## src/hdl/dhrb_pkg.sv

```systemverilog
// Shared types, register indexes and reset values for the dual H-bridge reversal brake.
package dhrb_pkg;

    localparam int DUTY_WIDTH_DEF = 16;
    localparam int CFG_IDX_W      = 2;
    localparam int CFG_DATA_W     = 16;

    // Configuration register indexes.
    localparam logic [CFG_IDX_W-1:0] REG_DUTY_LIMIT = 2'd0;
    localparam logic [CFG_IDX_W-1:0] REG_FULL_DUTY  = 2'd1;
    localparam logic [CFG_IDX_W-1:0] REG_DEAD_TIME  = 2'd2;

    localparam logic [15:0] DUTY_LIMIT_RST = 16'd1000;
    localparam logic [15:0] FULL_DUTY_RST  = 16'd1000;
    localparam logic [7:0]  DEAD_TIME_RST  = 8'd2;

    // Direction codes kept per channel.
    localparam logic [1:0] SIGN_ZERO = 2'd0;
    localparam logic [1:0] SIGN_POS  = 2'd1;
    localparam logic [1:0] SIGN_NEG  = 2'd3;

    typedef struct packed {
        logic signed [15:0] speed_a;
        logic signed [15:0] speed_b;
    } t_in_item;

    typedef struct packed {
        logic [15:0] a_in1_duty;
        logic [15:0] a_in2_duty;
        logic [15:0] b_in1_duty;
        logic [15:0] b_in2_duty;
        logic        a_update;
        logic        b_update;
        logic [7:0]  hold_ms;
        logic        last;
    } t_out_item;

    typedef struct packed {
        logic [15:0] duty_limit;
        logic [15:0] full_duty;
        logic [7:0]  dead_hold;
    } t_cfg;

endpackage

```

## src/hdl/dual_hbridge_reversal_brake_top.sv

```systemverilog
// Top level of the dual H-bridge direction control with reversal brake.
// Each transfer on the input channel carries one signed speed per channel and yields one
// target result, preceded by a brake result with the dead-time hold when a channel flips
// direction. Items are registered on entry; results are built combinationally into an output
// register backed by a second slot for the target result. While results are taken, an item is
// taken every cycle without a reversal; with one, the next item waits while the target result
// is pending, as the port delivers one result per cycle. Results pass the input and output
// registers. Configuration is taken at any time and is meant to change only while idle.
module dual_hbridge_reversal_brake_top #(
    parameter int DUTY_WIDTH = dhrb_pkg::DUTY_WIDTH_DEF
) (
    input  logic                                i_clk,
    input  logic                                i_rst_n,
    input  logic                                i_in_valid,
    output logic                                o_in_ready,
    input  dhrb_pkg::t_in_item                  i_in,
    output logic                                o_out_valid,
    input  logic                                i_out_ready,
    output dhrb_pkg::t_out_item                 o_out,
    input  logic                                i_cfg_valid,
    output logic                                o_cfg_ready,
    input  logic [dhrb_pkg::CFG_IDX_W-1:0]      i_cfg_index,
    input  logic [dhrb_pkg::CFG_DATA_W-1:0]     i_cfg_data
);
    import dhrb_pkg::*;

    t_cfg      r_cfg;
    logic      r_in_valid;
    t_in_item  r_in;
    logic [1:0] r_prev_sign_a;
    logic [1:0] r_prev_sign_b;
    logic      r_out_valid;
    t_out_item r_out;
    logic      r_pend_valid;
    t_out_item r_pend;

    logic      brake;
    t_out_item brake_res;
    t_out_item target_res;
    logic [1:0] sign_a;
    logic [1:0] sign_b;
    logic      out_take;
    logic      move;

    dhrb_result #(
        .DUTY_WIDTH(DUTY_WIDTH)
    ) u_result (
        .i_item        (r_in),
        .i_cfg         (r_cfg),
        .i_prev_sign_a (r_prev_sign_a),
        .i_prev_sign_b (r_prev_sign_b),
        .o_brake       (brake),
        .o_brake_res   (brake_res),
        .o_target_res  (target_res),
        .o_sign_a      (sign_a),
        .o_sign_b      (sign_b)
    );

    assign out_take    = r_out_valid && i_out_ready;
    // The registered item moves on once both result slots will be free.
    assign move        = r_in_valid && (!r_out_valid || (out_take && !r_pend_valid));
    assign o_in_ready  = !r_in_valid || move;
    assign o_out_valid = r_out_valid;
    assign o_out       = r_out;
    assign o_cfg_ready = 1'b1;

    always_ff @(posedge i_clk) begin
        if (!i_rst_n) begin
            r_cfg.duty_limit <= DUTY_LIMIT_RST;
            r_cfg.full_duty  <= FULL_DUTY_RST;
            r_cfg.dead_hold  <= DEAD_TIME_RST;
        end else if (i_cfg_valid) begin
            unique case (i_cfg_index)
                REG_DUTY_LIMIT: r_cfg.duty_limit <= i_cfg_data;
                REG_FULL_DUTY:  r_cfg.full_duty  <= i_cfg_data;
                REG_DEAD_TIME:  r_cfg.dead_hold  <= i_cfg_data[7:0];
                default:        ;
            endcase
        end
    end

    always_ff @(posedge i_clk) begin
        if (!i_rst_n) begin
            r_in_valid    <= 1'b0;
            r_prev_sign_a <= SIGN_ZERO;
            r_prev_sign_b <= SIGN_ZERO;
            r_out_valid   <= 1'b0;
            r_pend_valid  <= 1'b0;
        end else begin
            if (o_in_ready) begin
                r_in_valid <= i_in_valid;
            end
            if (move) begin
                r_prev_sign_a <= sign_a;
                r_prev_sign_b <= sign_b;
                r_out_valid   <= 1'b1;
                r_pend_valid  <= brake;
            end else if (out_take) begin
                r_out_valid  <= r_pend_valid;
                r_pend_valid <= 1'b0;
            end
        end
    end

    always_ff @(posedge i_clk) begin
        if (o_in_ready && i_in_valid) begin
            r_in <= i_in;
        end
        if (move) begin
            r_out  <= brake ? brake_res : target_res;
            r_pend <= target_res;
        end else if (out_take && r_pend_valid) begin
            r_out <= r_pend;
        end
    end

endmodule

```

## src/hdl/dhrb_result.sv

```systemverilog
// Combinational result builder: signs, clamped duties, brake and target results.
module dhrb_result #(
    parameter int DUTY_WIDTH = dhrb_pkg::DUTY_WIDTH_DEF
) (
    input  dhrb_pkg::t_in_item  i_item,
    input  dhrb_pkg::t_cfg      i_cfg,
    input  logic [1:0]          i_prev_sign_a,
    input  logic [1:0]          i_prev_sign_b,
    output logic                o_brake,
    output dhrb_pkg::t_out_item o_brake_res,
    output dhrb_pkg::t_out_item o_target_res,
    output logic [1:0]          o_sign_a,
    output logic [1:0]          o_sign_b
);
    import dhrb_pkg::*;

    localparam int          MaskBits = (DUTY_WIDTH < 16) ? DUTY_WIDTH : 16;
    localparam logic [15:0] DutyMask = 16'((32'd1 << MaskBits) - 32'd1);

    logic [15:0] max_lim;
    logic [15:0] full;
    logic [15:0] duty_a;
    logic [15:0] duty_b;
    logic        rev_a;
    logic        rev_b;
    logic [15:0] a_in1, a_in2, b_in1, b_in2;

    function automatic logic [1:0] sign_of(input logic [15:0] v);
        if (v == 16'd0) begin
            return SIGN_ZERO;
        end
        return v[15] ? SIGN_NEG : SIGN_POS;
    endfunction

    function automatic logic [15:0] duty_of(input logic [15:0] v, input logic [15:0] lim);
        logic [16:0] ext;
        logic [16:0] mag;
        ext = {v[15], v};
        mag = v[15] ? (~ext + 17'd1) : ext;
        return (mag > {1'b0, lim}) ? lim : mag[15:0];
    endfunction

    function automatic logic reverses(input logic [1:0] prev, input logic [1:0] cur);
        return (prev != SIGN_ZERO) && (cur != SIGN_ZERO) && (prev != cur);
    endfunction

    assign max_lim  = i_cfg.duty_limit & DutyMask;
    assign full     = i_cfg.full_duty & DutyMask;
    assign o_sign_a = sign_of(i_item.speed_a);
    assign o_sign_b = sign_of(i_item.speed_b);
    assign duty_a   = duty_of(i_item.speed_a, max_lim);
    assign duty_b   = duty_of(i_item.speed_b, max_lim);
    assign rev_a    = reverses(i_prev_sign_a, o_sign_a);
    assign rev_b    = reverses(i_prev_sign_b, o_sign_b);
    assign o_brake  = rev_a || rev_b;

    // Zero speed brakes with full duty on both inputs of the bridge.
    always_comb begin
        unique case (o_sign_a)
            SIGN_ZERO: begin a_in1 = full;   a_in2 = full;   end
            SIGN_POS:  begin a_in1 = duty_a; a_in2 = 16'd0;  end
            default:   begin a_in1 = 16'd0;  a_in2 = duty_a; end
        endcase
        unique case (o_sign_b)
            SIGN_ZERO: begin b_in1 = full;   b_in2 = full;   end
            SIGN_POS:  begin b_in1 = duty_b; b_in2 = 16'd0;  end
            default:   begin b_in1 = 16'd0;  b_in2 = duty_b; end
        endcase
    end

    always_comb begin
        o_brake_res.a_in1_duty = rev_a ? full : 16'd0;
        o_brake_res.a_in2_duty = rev_a ? full : 16'd0;
        o_brake_res.b_in1_duty = rev_b ? full : 16'd0;
        o_brake_res.b_in2_duty = rev_b ? full : 16'd0;
        o_brake_res.a_update   = rev_a;
        o_brake_res.b_update   = rev_b;
        o_brake_res.hold_ms    = i_cfg.dead_hold;
        o_brake_res.last       = 1'b0;

        o_target_res.a_in1_duty = a_in1;
        o_target_res.a_in2_duty = a_in2;
        o_target_res.b_in1_duty = b_in1;
        o_target_res.b_in2_duty = b_in2;
        o_target_res.a_update   = 1'b1;
        o_target_res.b_update   = 1'b1;
        o_target_res.hold_ms    = 8'd0;
        o_target_res.last       = 1'b1;
    end

endmodule

```

## config.mk

```make
export PLATFORM = sky130hd
export DESIGN_NAME = dual_hbridge_reversal_brake_top
export DESIGN_NICKNAME = d
export VERILOG_FILES = /design/src/hdl/dhrb_pkg.sv /design/src/hdl/dual_hbridge_reversal_brake_top.sv /design/src/hdl/dhrb_result.sv
export SDC_FILE = /design/constraint.sdc
export NUM_CORES = 1
export LEC_CHECK = 0
export BUFFER_PORTS_ARGS = -buffer_cell sky130_fd_sc_hd__buf_2
export CORE_ASPECT_RATIO = 0.8
export CORE_UTILIZATION = 49
export DETAILED_ROUTE_END_ITERATION = 7
export PLACE_DENSITY = 0.72
export SLEW_MARGIN = 20
export SYNTH_ARGS = -nofsm -noshare
export SYNTH_HDL_FRONTEND = slang
export SYNTH_SLANG_ARGS = --single-unit
```

## constraint.sdc

```tcl
create_clock -name i_clk -period 5.55 [get_ports i_clk]
set_input_delay 1.11 -clock i_clk [delete_from_list [all_inputs] [get_ports i_clk]]
set_output_delay 1.11 -clock i_clk [all_outputs]
set_load 0.005 [all_outputs]
```

After elaboration in Yosys (flattened, before gate mapping)
Cells that the tools add are included.
- add/subtract/negate cells: 2
- magnitude comparators: 2
- equality and inequality tests: 6
- mux-type cells: 25
- bitwise logic cells: 2
- reduce and logical (&&, ||, !) cells: 29
- operators by type and width (operator ; count):
    $mux W75 ; 3
    $pmux W16 S2 ; 4
    $mux W16 ; 4
    $add A17 B1 Y17 const B ; 2
    $gt A17 B16 Y1 ; 2
    $mux W17 ; 2
    $not A17 Y17 ; 2
    $logic_not A16 Y1 ; 2
    $mux W2 ; 6
    $reduce_bool A2 Y1 ; 6
    $logic_and A1 B1 Y1 ; 9
    $eq A2 B1 Y1 const B ; 3
    $logic_not A2 Y1 ; 3
    $mux W1 ; 6
    $reduce_and A2 Y1 ; 3
    $ne A2 B2 Y1 ; 2
    $logic_not A1 Y1 ; 3
    $logic_or A1 B1 Y1 ; 3
    $eq A2 B2 Y1 const B ; 1
- register bits: 218
- input port bits: 55
- output and inout port bits: 78

Longest topological paths before layout
Gate-level depths: netlist of run 1.
- depth after elaboration: 9
- depth in mapped cells: 16
- gate-level depth less buffers: 14

Cells and area by module
From an unflattened synthesis of run 1, not the netlist that was laid out.
- cell total of the unflattened synthesis: 1069
- area, all modules: 13023.7 sq um
- by module, submodules not included (module ; instances ; cells an instance ; area an instance (sq um)):
    dual_hbridge_reversal_brake_top ; 1 ; 554 ; 9683.0
    dhrb_result ; 1 ; 515 ; 3340.7

Worst setup path after synthesis of run 1
OpenSTA, ideal clock, no wires.
- path kind: input -> register
- start: input port i_out_ready
- end: register r_out (netlist bit o_out[0]), enable pin
- data arrival time: 4.816 ns
- required time: 5.017 ns
- slack: 0.201 ns
- cell stages on the path: 2
- buffers on the path: 0
- path through: inv_1 -> a21oi_1
- cells in the longest elaborated chain, start to end: 5
- elaborated cells on any way between the ends: 6
- classes of those cells: reduce/logical: 6
- RTL lines (what ; RTL line ; RTL):
    from (decl) ; dual_hbridge_reversal_brake_top.sv:18 ; input logic i_out_ready,
    $logic_and A1 B1 Y1 * ; dual_hbridge_reversal_brake_top.sv:59 ; assign out_take = r_out_valid && i_out_ready;
    $logic_and A1 B1 Y1 ; dual_hbridge_reversal_brake_top.sv:61 ; assign move = r_in_valid && (!r_out_valid || (out_take && !r_pend_valid));
    $logic_or A1 B1 Y1 ; dual_hbridge_reversal_brake_top.sv:61 ;
    $logic_and A1 B1 Y1 ; dual_hbridge_reversal_brake_top.sv:61 ;
    $reduce_bool A2 Y1 (no source line) * ; - ;
    to (signal assigned) ; dual_hbridge_reversal_brake_top.sv:110 ; r_out <= brake ? brake_res : target_res;
    to (signal assigned) ; dual_hbridge_reversal_brake_top.sv:113 ; r_out <= r_pend;
    to (decl) ; dual_hbridge_reversal_brake_top.sv:33 ; t_out_item r_out;
Mark *: on every way between the ends. The rest lies on a longest branch, timed or not.
A chain may end at the register's enable or synchronous reset.

Final worst setup path of run 1
- start: register r_in[0] (netlist bit)
- end: register r_out (netlist bit o_out[17]) (data pin)
- cells in the longest elaborated chain, start to end: 9
- elaborated cells on any way between the ends: 19
- classes of those cells: add/sub: 1; order compare: 1; eq/ne: 2; mux: 8; bitwise: 1; reduce/logical: 6
- RTL lines (what ; RTL line ; RTL):
    from (decl) ; dual_hbridge_reversal_brake_top.sv:29 ; t_in_item r_in;
    from (signal assigned) ; dual_hbridge_reversal_brake_top.sv:107 ; r_in <= i_in;
    parallel branches: the longest is 7 deep, another holds $add A17 B1 Y17 ; - ;
    $mux W75 * ; dual_hbridge_reversal_brake_top.sv:110 ;
    $mux W75 * ; dual_hbridge_reversal_brake_top.sv:109 ; if (move) begin
Mark *: on every way between the ends.

==> impl_metrics.json, run 1 <==
{
  "status": "complete, no violations",
  "power.leakage_nw": 5.30,
  "fmax_ghz": 0.196,
  "p_per_area_nw_per_um2": 323,
  "cts_buffer_depth": 3,
  "tritoncts": "yes",
  "fin_crit_ns": 5.10,
  "synth_area_leaders": "edfxtp_1 44%, dfxtp_1 8.1%, nand2_1 7.2%",
  "synth.distinct_cells": 77,
  "grt_pass1_vias": 8770,
  "start_util": 0.498,
  "r2r_cells": 15,
  "die_y_um": 140,
  "detail_route.iter0.violations": 1467,
  "seq_area_frac_synth": 0.521,
  "num_vias": 9849,
  "rsz0062_at_grt": "no",
  "relSlewSlack": 0.298,
  "drtAntennaViolNets": 0,
  "setup_viol": 0,
  "r2r-start": "r_in[0]",
  "drive_above_1_share": 0.188,
  "fin_area_um2": 13400,
  "synth_xor_area_frac": 0.0203,
  "antenna_found_initial": 0,
  "rrSetupSlack_ns": 0.45,
  "ir_worst_vdd_v": 0.000228,
  "wl_per_cell_um": 22.6,
  "worst_r2r_endpoint": "o_out[17]",
  "htree_levels": 1,
  "syn-instance-count": 1154,
  "finalHoldViolations": 0,
  "hp-class": "flop to flop",
  "drc_errors": 0,
  "placed_area_um2": 12600,
  "synth_flop_cell": "edfxtp_1",
  "worst_pin_slew_ns": 1.05,
  "endpoint": "o_out[17]",
  "insertion_delay_ns": 0.53,
  "hold_ws_ns": 0.483,
  "path_cells": "inv_1 -> ha_1 -> or3b_2 -> or3_1 -> o41ai_1 -> xnor2_1 -> ha_1 -> nand4_1 -> and3_1 -> a211oi_1 -> o21ai_1 -> buf_4 -> and3_1 -> a311oi_1 -> o221ai_1",
  "tns_ns": 0,
  "ctsResizeCount": 0,
  "grt_max_degree": 86,
  "synth-edff-count": 171,
  "synth.avg_cell_area_um2": 10.1,
  "yosysWarnings": 0,
  "cts_buffers": 24,
  "post_cts_buffers": 0,
  "syn-cell-area_um2": 11700,
  "cp_slowest_cell": "a211oi_1",
  "hold_buffers": 0,
  "syn_to_final_growth_pct": 15.0,
  "gp_congestion": 1.01,
  "synth_compound_area_frac": 0.197,
  "synth.top_cell.area_share": 0.441,
  "num_io_pins": 133,
  "fin_crit_sh": 0.919,
  "vias_per_cell": 6.23,
  "dr.pass1.iters": 6,
  "cts_sinks": 218,
  "die_w_um": 174,
  "diodes": 0,
  "synthMuxAreaShare": 0.0263,
  "core_area_um2": 23400,
  "yosys.area_share.adder": 0.0365,
  "layout.nets": 1340,
  "dp_hpwl_mm": 25.9,
  "portBuffers": 131,
  "grt_pass1_wl_mm": 53.2,
  "async_flop_share": 0,
  "max_stage_delay_ns": 0.54,
  "crit_arrival_ns": 5.35,
  "end_kind": "flop",
  "p_total_mw": 4.33,
  "crit_fanout": 16,
  "min_path_cells": 2,
  "clkTransAtPathRegs_ns": 0.06,
  "crit_type": "flop to flop",
  "cts_root_buf": "clkbuf_16",
  "startpoint": "r_in[0]",
  "grt.overflow.total": 0,
  "critPathLaunchType": "flop",
  "drv_cap": 0,
  "synth_top_family_by_area": "compound AO/OA/AOI/OAI gates",
  "rows": 50,
  "worstPathRequired_ns": 5.81,
  "yosys.area_share.simple": 0.157,
  "numPlacedInstances": 1537,
  "synth_seq_cells": 218,
  "syn_nets": 1243,
  "maxSlewViolCount": 0,
  "grt_usage": 0.287,
  "fin_skew_ns": 0.0127,
  "yosys.area.top_type": "edfxtp_1",
  "dieArea_um2": 24400,
  "final_cells": 1581,
  "routed_wl_mm": 35.7
}
worst min path at each step:
stage                        to        startpoint  slack (ns)
2_1_floorplan          r_cfg[1]          r_cfg[1]        0.44
3_3_place_gp           r_cfg[1]          r_cfg[1]        0.45
3_5_place_dp           r_cfg[1]          r_cfg[1]        0.47
4_1_cts        r_prev_sign_a[1]  r_prev_sign_a[1]        0.48
5_1_grt        r_prev_sign_a[1]  r_prev_sign_a[1]        0.50
6_report       r_prev_sign_a[1]  r_prev_sign_a[1]        0.48
per-stage QoR:
| stage | utilization | setup slack [ns] |
|---|---|---|
| 4_1_cts | 0.573 | 0.565 |
| 3_5_place_dp | 0.537 | 0.574 |
| 5_1_grt | 0.573 | 0.166 |
| 2_1_floorplan | - | 0.201 |
| 6_report | 0.573 | 0.452 |
| 3_3_place_gp | 0.537 | 0.687 |
cell usage in the layout, fill, tap and decap left out, types with 9 or more instances in the layout:
master     count
and3_1        21
edfxtp_1     171
mux2i_1       16
a21oi_1       78
nand2_1      222
a21o_1        23
xnor2_1       23
dfxtp_1       47
o211ai_1      15
nor3_1        16
a31oi_1        9
o31ai_1       11
o21ai_0       59
nand3_1       30
nor2_1        26
a21boi_0      26
and2_1        13
buf_4         22
mux2_2        13
clkbuf_16     27
inv_1         35
buf_2        131
a221o_1       22
ha_1          34
flip-flops by register name, summed over array words and instances, names as in the netlist, 2 cells and up:
signal,count
o_out,75
r_pend,64
r_cfg,40
r_in,32
r_prev_sign_a,2
r_prev_sign_b,2
layer usage:
| metal | global-route usage | vias to the layer above | share of wire |
|---|---|---|---|
| met5 | 0 | - | 0 |
| met4 | 0.0753 | 0 | 0.028 |
| met3 | 0.101 | 73 | 0.14 |
| met2 | 0.384 | 642 | 0.39 |
| met1 | 0.434 | 4632 | 0.44 |
| li1 | - | 4502 | - |
where the power goes:
| part | switching [mW] | total, mW | internal (mW) | leakage, nW |
|---|---|---|---|---|
| registers | 0.0726 | 1.96 | 1.89 | 2.01 |
| logic | 0.480 | 0.746 | 0.266 | 2.88 |
| clock network | 0.681 | 1.63 | 0.945 | 0.407 |
final cells by class:
class,instances,area [um2]
fillers,2034,10000
clock inverters,10,80.1
repair buffers,153,821
well taps,312,390
clock buffers,34,742
flip-flops and latches,218,6080
multi-input cells,818,5150
inverters,36,136
Yosys cell counts, types with 5 or more instances:
master    number
a21oi_1       80
nor2b_1        8
dfxtp_1       47
o41ai_1        5
a21boi_0      26
nor4_1         5
ha_1          34
nand3_1       30
o31ai_1       11
o31a_1         5
o221ai_1       7
a21o_1        23
mux2_2        13
o211ai_1      15
buf_1          5
a221o_1       22
edfxtp_1     171
or3_1          8
o21ai_0       60
a31oi_1       10
nor3_1        16
nand2b_1       5
and3_1        21
nand2_1      223
buf_2          8
nand4_1        7
a22oi_1        5
a31o_2         5
mux2i_1       16
xnor2_1       23
and2_1        13
inv_1         36
o21a_1         7
nor2_1        26
a211oi_1       8
clkbuf_1      63
a311oi_1       5
critical path, delay by kind of cell, from the launching register on:
kind | cells | cell delay, ns
xor+xnor | 1 | 0.19
flops | 1 | 0.43
fa+ha+maj | 2 | 0.54
simple gates | 5 | 1.57
buf+inv | 2 | 0.38
compound gates | 5 | 1.69
logic make-up (layout without fill, tap and decap cells):
group | count (synthesis) | count (layout)
buf+inv | 118 | 233
simple gates | 392 | 392
other cells | 1 | 1
compound gates | 335 | 335
mux | 29 | 29
fa+ha+maj | 34 | 34
flops | 218 | 218
xor+xnor | 27 | 27
Power figures use the tool's default switching activity.
==> run 2, diff against run 1 <==
Settings changed: PLACE_DENSITY 0.72 to 0.7.
Clock period 5.55 ns to 6.07 ns, I/O delays scaled along.
==> impl_metrics.json, run 2 (synthesized netlist as in run 1, its figures left out) <==
{
  "layout_common_cells": "222 x nand2_1, 171 x edfxtp_1, 131 x buf_2",
  "critPathLaunchType": "flop",
  "finalHoldViolations": 0,
  "cts_sinks": 218,
  "cts_buffers": 23,
  "grt_pass1_vias": 8706,
  "place_ws_ns": 1.12,
  "cts_root_buf": "clkbuf_16",
  "fin_skew_ns": 0.0189,
  "min_path_cells": 2,
  "grt_max_degree": 76,
  "num_vias": 9690,
  "p_per_area_nw_per_um2": 290,
  "antenna_found_initial": 0,
  "post_cts_buffers": 0,
  "drtAntennaViolNets": 0,
  "start_util": 0.498,
  "end_kind": "flop",
  "die_w_um": 174,
  "rows": 50,
  "detail_route.iter0.violations": 1413,
  "worstPathRequired_ns": 6.36,
  "grt.overflow.total": 0,
  "drc_errors": 0,
  "rsz0062_at_grt": "no",
  "p_total_mw": 3.84,
  "gp_congestion": 0.954,
  "vias_per_cell": 6.15,
  "crit_arrival_ns": 5.35,
  "tns_ns": 0,
  "dieArea_um2": 24400,
  "die_y_um": 140,
  "ctsResizeCount": 0,
  "num_io_pins": 133,
  "power_frac_seq": 0.467,
  "wl_per_cell_um": 23.0,
  "power.leakage_nw": 5.24,
  "worst_pin_slew_ns": 1.10,
  "grt_pass1_wl_mm": 53.4,
  "fin_crit_sh": 0.834,
  "largest_reg_flops": 75,
  "fmax_ghz": 0.197,
  "intPower_mw": 2.73,
  "switchingPower_mw": 1.11,
  "grt_usage": 0.293,
  "final_cells": 1575,
  "dp_hpwl_mm": 25.9,
  "cts_buffer_depth": 3,
  "power.share.clock": 0.357,
  "dr.pass1.iters": 8,
  "layout_commonest_cell": "nand2_1",
  "routed_wl_mm": 36.3,
  "drv_cap": 0,
  "setup_viol": 0,
  "tritoncts": "yes",
  "switching_share": 0.288,
  "hold_buffers": 0,
  "maxSlewViolCount": 0,
  "layout.nets": 1335,
  "diodes": 0,
  "fin_ws_ns": 1.01,
  "relSlewSlack": 0.267,
  "clkTransAtPathRegs_ns": 0.06,
  "numPlacedInstances": 1533,
  "rrSetupSlack_ns": 1.01,
  "r2r_cells": 15,
  "syn_to_final_growth_pct": 13.8,
  "comb_power_share": 0.176,
  "insertion_delay_ns": 0.54,
  "crit_fanout": 18,
  "drive_above_1_share": 0.184,
  "status": "complete, no violations",
  "crit_type": "flop to flop",
  "htree_levels": 1,
  "ir_worst_vdd_v": 0.000205,
  "hp-class": "flop to flop",
  "core_area_um2": 23400,
  "hold_ws_ns": 0.479,
  "fin_crit_ns": 5.06,
  "portBuffers": 131
}
## run 2: final cells by class
cell class                      instances  area [um2]
Inverter                               36         136
Clock buffer                           31         657
Multi-Input combinational cell        818        5140
Fill cell                            2052       10100
Sequential cell                       218        6080
Clock inverter                         11        71.3
Tap cell                              312         390
Timing Repair Buffer                  149         791
## run 2: final timing paths
kind / from / endpoint
max reg2reg: r_in[0] / o_out[27]
min: r_cfg[1] / r_cfg[1]
max: r_in[0] / o_out[27]
min reg2reg: r_cfg[1] / r_cfg[1]
## run 2: per-stage QoR
stage / cell area, um2 / util
2_1_floorplan: 11700 / -
3_3_place_gp: 12500 / 0.536
3_5_place_dp: 12500 / 0.536
4_1_cts: 13300 / 0.567
5_1_grt: 13300 / 0.567
6_report: 13300 / 0.567
## run 2: routing by layer
layer | vias to the layer above | GRT usage | part of all wire
met5 | - | 0 | 0
met4 | 0 | 0.0868 | 0.029
met3 | 66 | 0.0966 | 0.13
met2 | 603 | 0.395 | 0.40
met1 | 4525 | 0.441 | 0.44
li1 | 4496 | - | -
## run 2: worst max-delay path, cell delays in order (launching register included)
cell and delay, ns:
edfxtp_1 0.43, inv_1 0.11, ha_1 0.18, or3b_2 0.50, or3_1 0.41, o41ai_1 0.35
xnor2_1 0.21, ha_1 0.35, nand4_1 0.17, and3_1 0.23, a211oi_1 0.51, o21ai_1 0.15
buf_4 0.25, mux2i_1 0.48, nor2_1 0.14, a221o_1 0.35
## run 2: power groups by stage
stage          Combinational (mW)  Clock, mW  Sequential, mW
3_3_place_gp                0.647          0            1.82
3_5_place_dp                0.651          0            1.82
5_1_grt                     0.730       1.44            1.80
6_report                    0.676       1.37            1.79
2_1_floorplan               0.435          0            1.80
4_1_cts                     0.656       1.38            1.79
==> run 3, diff against run 2 <==
Clock period 6.07 ns to 4.91 ns, I/O delays scaled along.
==> impl_metrics.json, run 3 (synthesized netlist as in run 1, its figures left out) <==
{
  "switchingPower_mw": 1.35,
  "comb_power_share": 0.177,
  "switching_share": 0.282,
  "layout_common_cells": "222 x nand2_1, 171 x edfxtp_1, 131 x buf_2",
  "crit_type": "flop to flop",
  "portBuffers": 131,
  "power_frac_seq": 0.463,
  "drc_errors": 0,
  "diodes": 0,
  "crit_arrival_ns": 4.97,
  "syn_to_final_growth_pct": 14.9,
  "cpLargestDelayFamily": "simple AND/OR/NAND/NOR gates",
  "grt_usage": 0.296,
  "die_y_um": 140,
  "n_fill_cell": 2043,
  "grt.overflow.total": 0,
  "critPathLaunchType": "flop",
  "cts_sinks": 218,
  "rsz0062_at_grt": "no",
  "finalHoldViolations": 0,
  "fin_crit_ns": 4.58,
  "end_kind": "flop",
  "drive_above_1_share": 0.188,
  "tns_ns": 0,
  "routed_wl_mm": 36.7,
  "cp_num_buf_inv": 3,
  "hp-class": "flop to flop",
  "power.share.clock": 0.360,
  "intPower_mw": 3.44,
  "fin_crit_sh": 0.933,
  "num_io_pins": 133,
  "detail_route.iter0.violations": 1359,
  "crit_fanout": 16,
  "insertion_delay_ns": 0.54,
  "grt_pass1_wl_mm": 54.0,
  "core_area_um2": 23400,
  "start_util": 0.498,
  "fmax_ghz": 0.218,
  "ir_worst_vdd_v": 0.000246,
  "status": "complete, no violations",
  "num_vias": 9893,
  "dp_hpwl_mm": 26.4,
  "cts_root_buf": "clkbuf_16",
  "dr.pass1.iters": 6,
  "relSlewSlack": 0.297,
  "maxSlewViolCount": 0,
  "drv_cap": 0,
  "layout_commonest_cell": "nand2_1",
  "placed_area_um2": 12600,
  "grt_pass1_vias": 8755,
  "worstPathRequired_ns": 5.30,
  "p_per_area_nw_per_um2": 358,
  "antenna_found_initial": 1,
  "htree_levels": 1,
  "path_cells": "inv_1 -> ha_1 -> or3b_2 -> or3_1 -> o41ai_2 -> xnor2_1 -> ha_1 -> nand4_1 -> and3_1 -> a211oi_1 -> o21ai_1 -> buf_12 -> nor4_2 -> buf_4 -> a32oi_1 -> o21ai_0",
  "die_w_um": 174,
  "worst_pin_slew_ns": 1.05,
  "cts_buffers": 23,
  "wl_per_cell_um": 23.1,
  "rows": 50,
  "dieArea_um2": 24400,
  "power.leakage_nw": 5.29,
  "largest_reg_flops": 75,
  "gp_congestion": 0.948,
  "fin_area_um2": 13400,
  "max_stage_delay_ns": 0.49,
  "vias_per_cell": 6.25,
  "fin_skew_ns": 0.0290,
  "tritoncts": "yes",
  "clkTransAtPathRegs_ns": 0.06,
  "cts_buffer_depth": 3,
  "grt_max_degree": 93,
  "critPathMostFrequentCell": "ha_1",
  "drtAntennaViolNets": 0,
  "layout.nets": 1344,
  "setup_viol": 0,
  "cp_slowest_cell": "or3b_2"
}
-- run 3: changes by cell type in the layout (fill, tap and decap cells not counted), sizes merged --
cell and change:
inv -1, clkbuf +5, buf +9, clkinv -4
-- run 3: power by group through the flow --
stage | sequential (mW) | clock (mW) | combinational [mW]
after floorplan | 2.22 | 0 | 0.538
after CTS | 2.21 | 1.74 | 0.822
after global placement | 2.25 | 0 | 0.802
after detailed placement | 2.25 | 0 | 0.817
after global routing | 2.23 | 1.82 | 0.915
final | 2.22 | 1.73 | 0.851
-- run 3: worst register-to-register path, stage by stage (launching register included) --
cell      delay [ns]
edfxtp_1        0.46
inv_1           0.11
ha_1            0.18
or3b_2          0.49
or3_1           0.42
o41ai_2         0.25
xnor2_1         0.19
ha_1            0.34
nand4_1         0.18
and3_1          0.24
a211oi_1        0.31
o21ai_1         0.27
buf_12          0.24
nor4_2          0.33
buf_4           0.20
a32oi_1         0.06
o21ai_0         0.17
-- run 3: timing repair --
action | in CTS | in global routing
setup buffers | 0 | 0
hold buffers | 0 | 0
resized for setup | 0 | 4
setup endpoints to repair | 0 | 7
-- run 3: layer usage --
metal,share of wire,track usage,vias up
met5,0.00046,0,-
met2,0.39,0.385,659
met3,0.14,0.108,69
li1,-,-,4505
met1,0.44,0.448,4658
met4,0.032,0.0923,2
-- run 3: layout make-up --
type	count	area, um2	area share
flip-flops and latches	218	6080	0.454
multi-input cells	818	5160	0.385
repair buffers	158	883	0.0660
clock buffers	36	707	0.0528
well taps	312	390	0.0291
inverters	36	136	0.0102
clock inverters	6	42.5	0.00318
-- run 3: per-stage QoR --
step | utilization | total power, mW | setup WS [ns] | instances | hold slack, ns
final | 0.572 | 4.80 | 0.331 | 1584 | 0.478
after global placement | 0.540 | 3.05 | 0.285 | 1542 | 0.454
after CTS | 0.572 | 4.78 | 0.244 | 1584 | 0.476
after detailed placement | 0.540 | 3.07 | 0.271 | 1542 | 0.461
after floorplan | - | 2.76 | 0.573 | 1154 | 0.436
after global routing | 0.572 | 4.96 | 0.0746 | 1584 | 0.491
-- run 3: worst paths after layout --
kind,cells after the start,start,slack [ns],endpoint
worst min register to register,2,r_cfg[1],0.48,r_cfg[1]
worst min-delay path,2,r_cfg[1],0.48,r_cfg[1]
worst max register to register,16,r_in[1],0.33,o_out[42]
worst max-delay path,16,r_in[1],0.33,o_out[42]
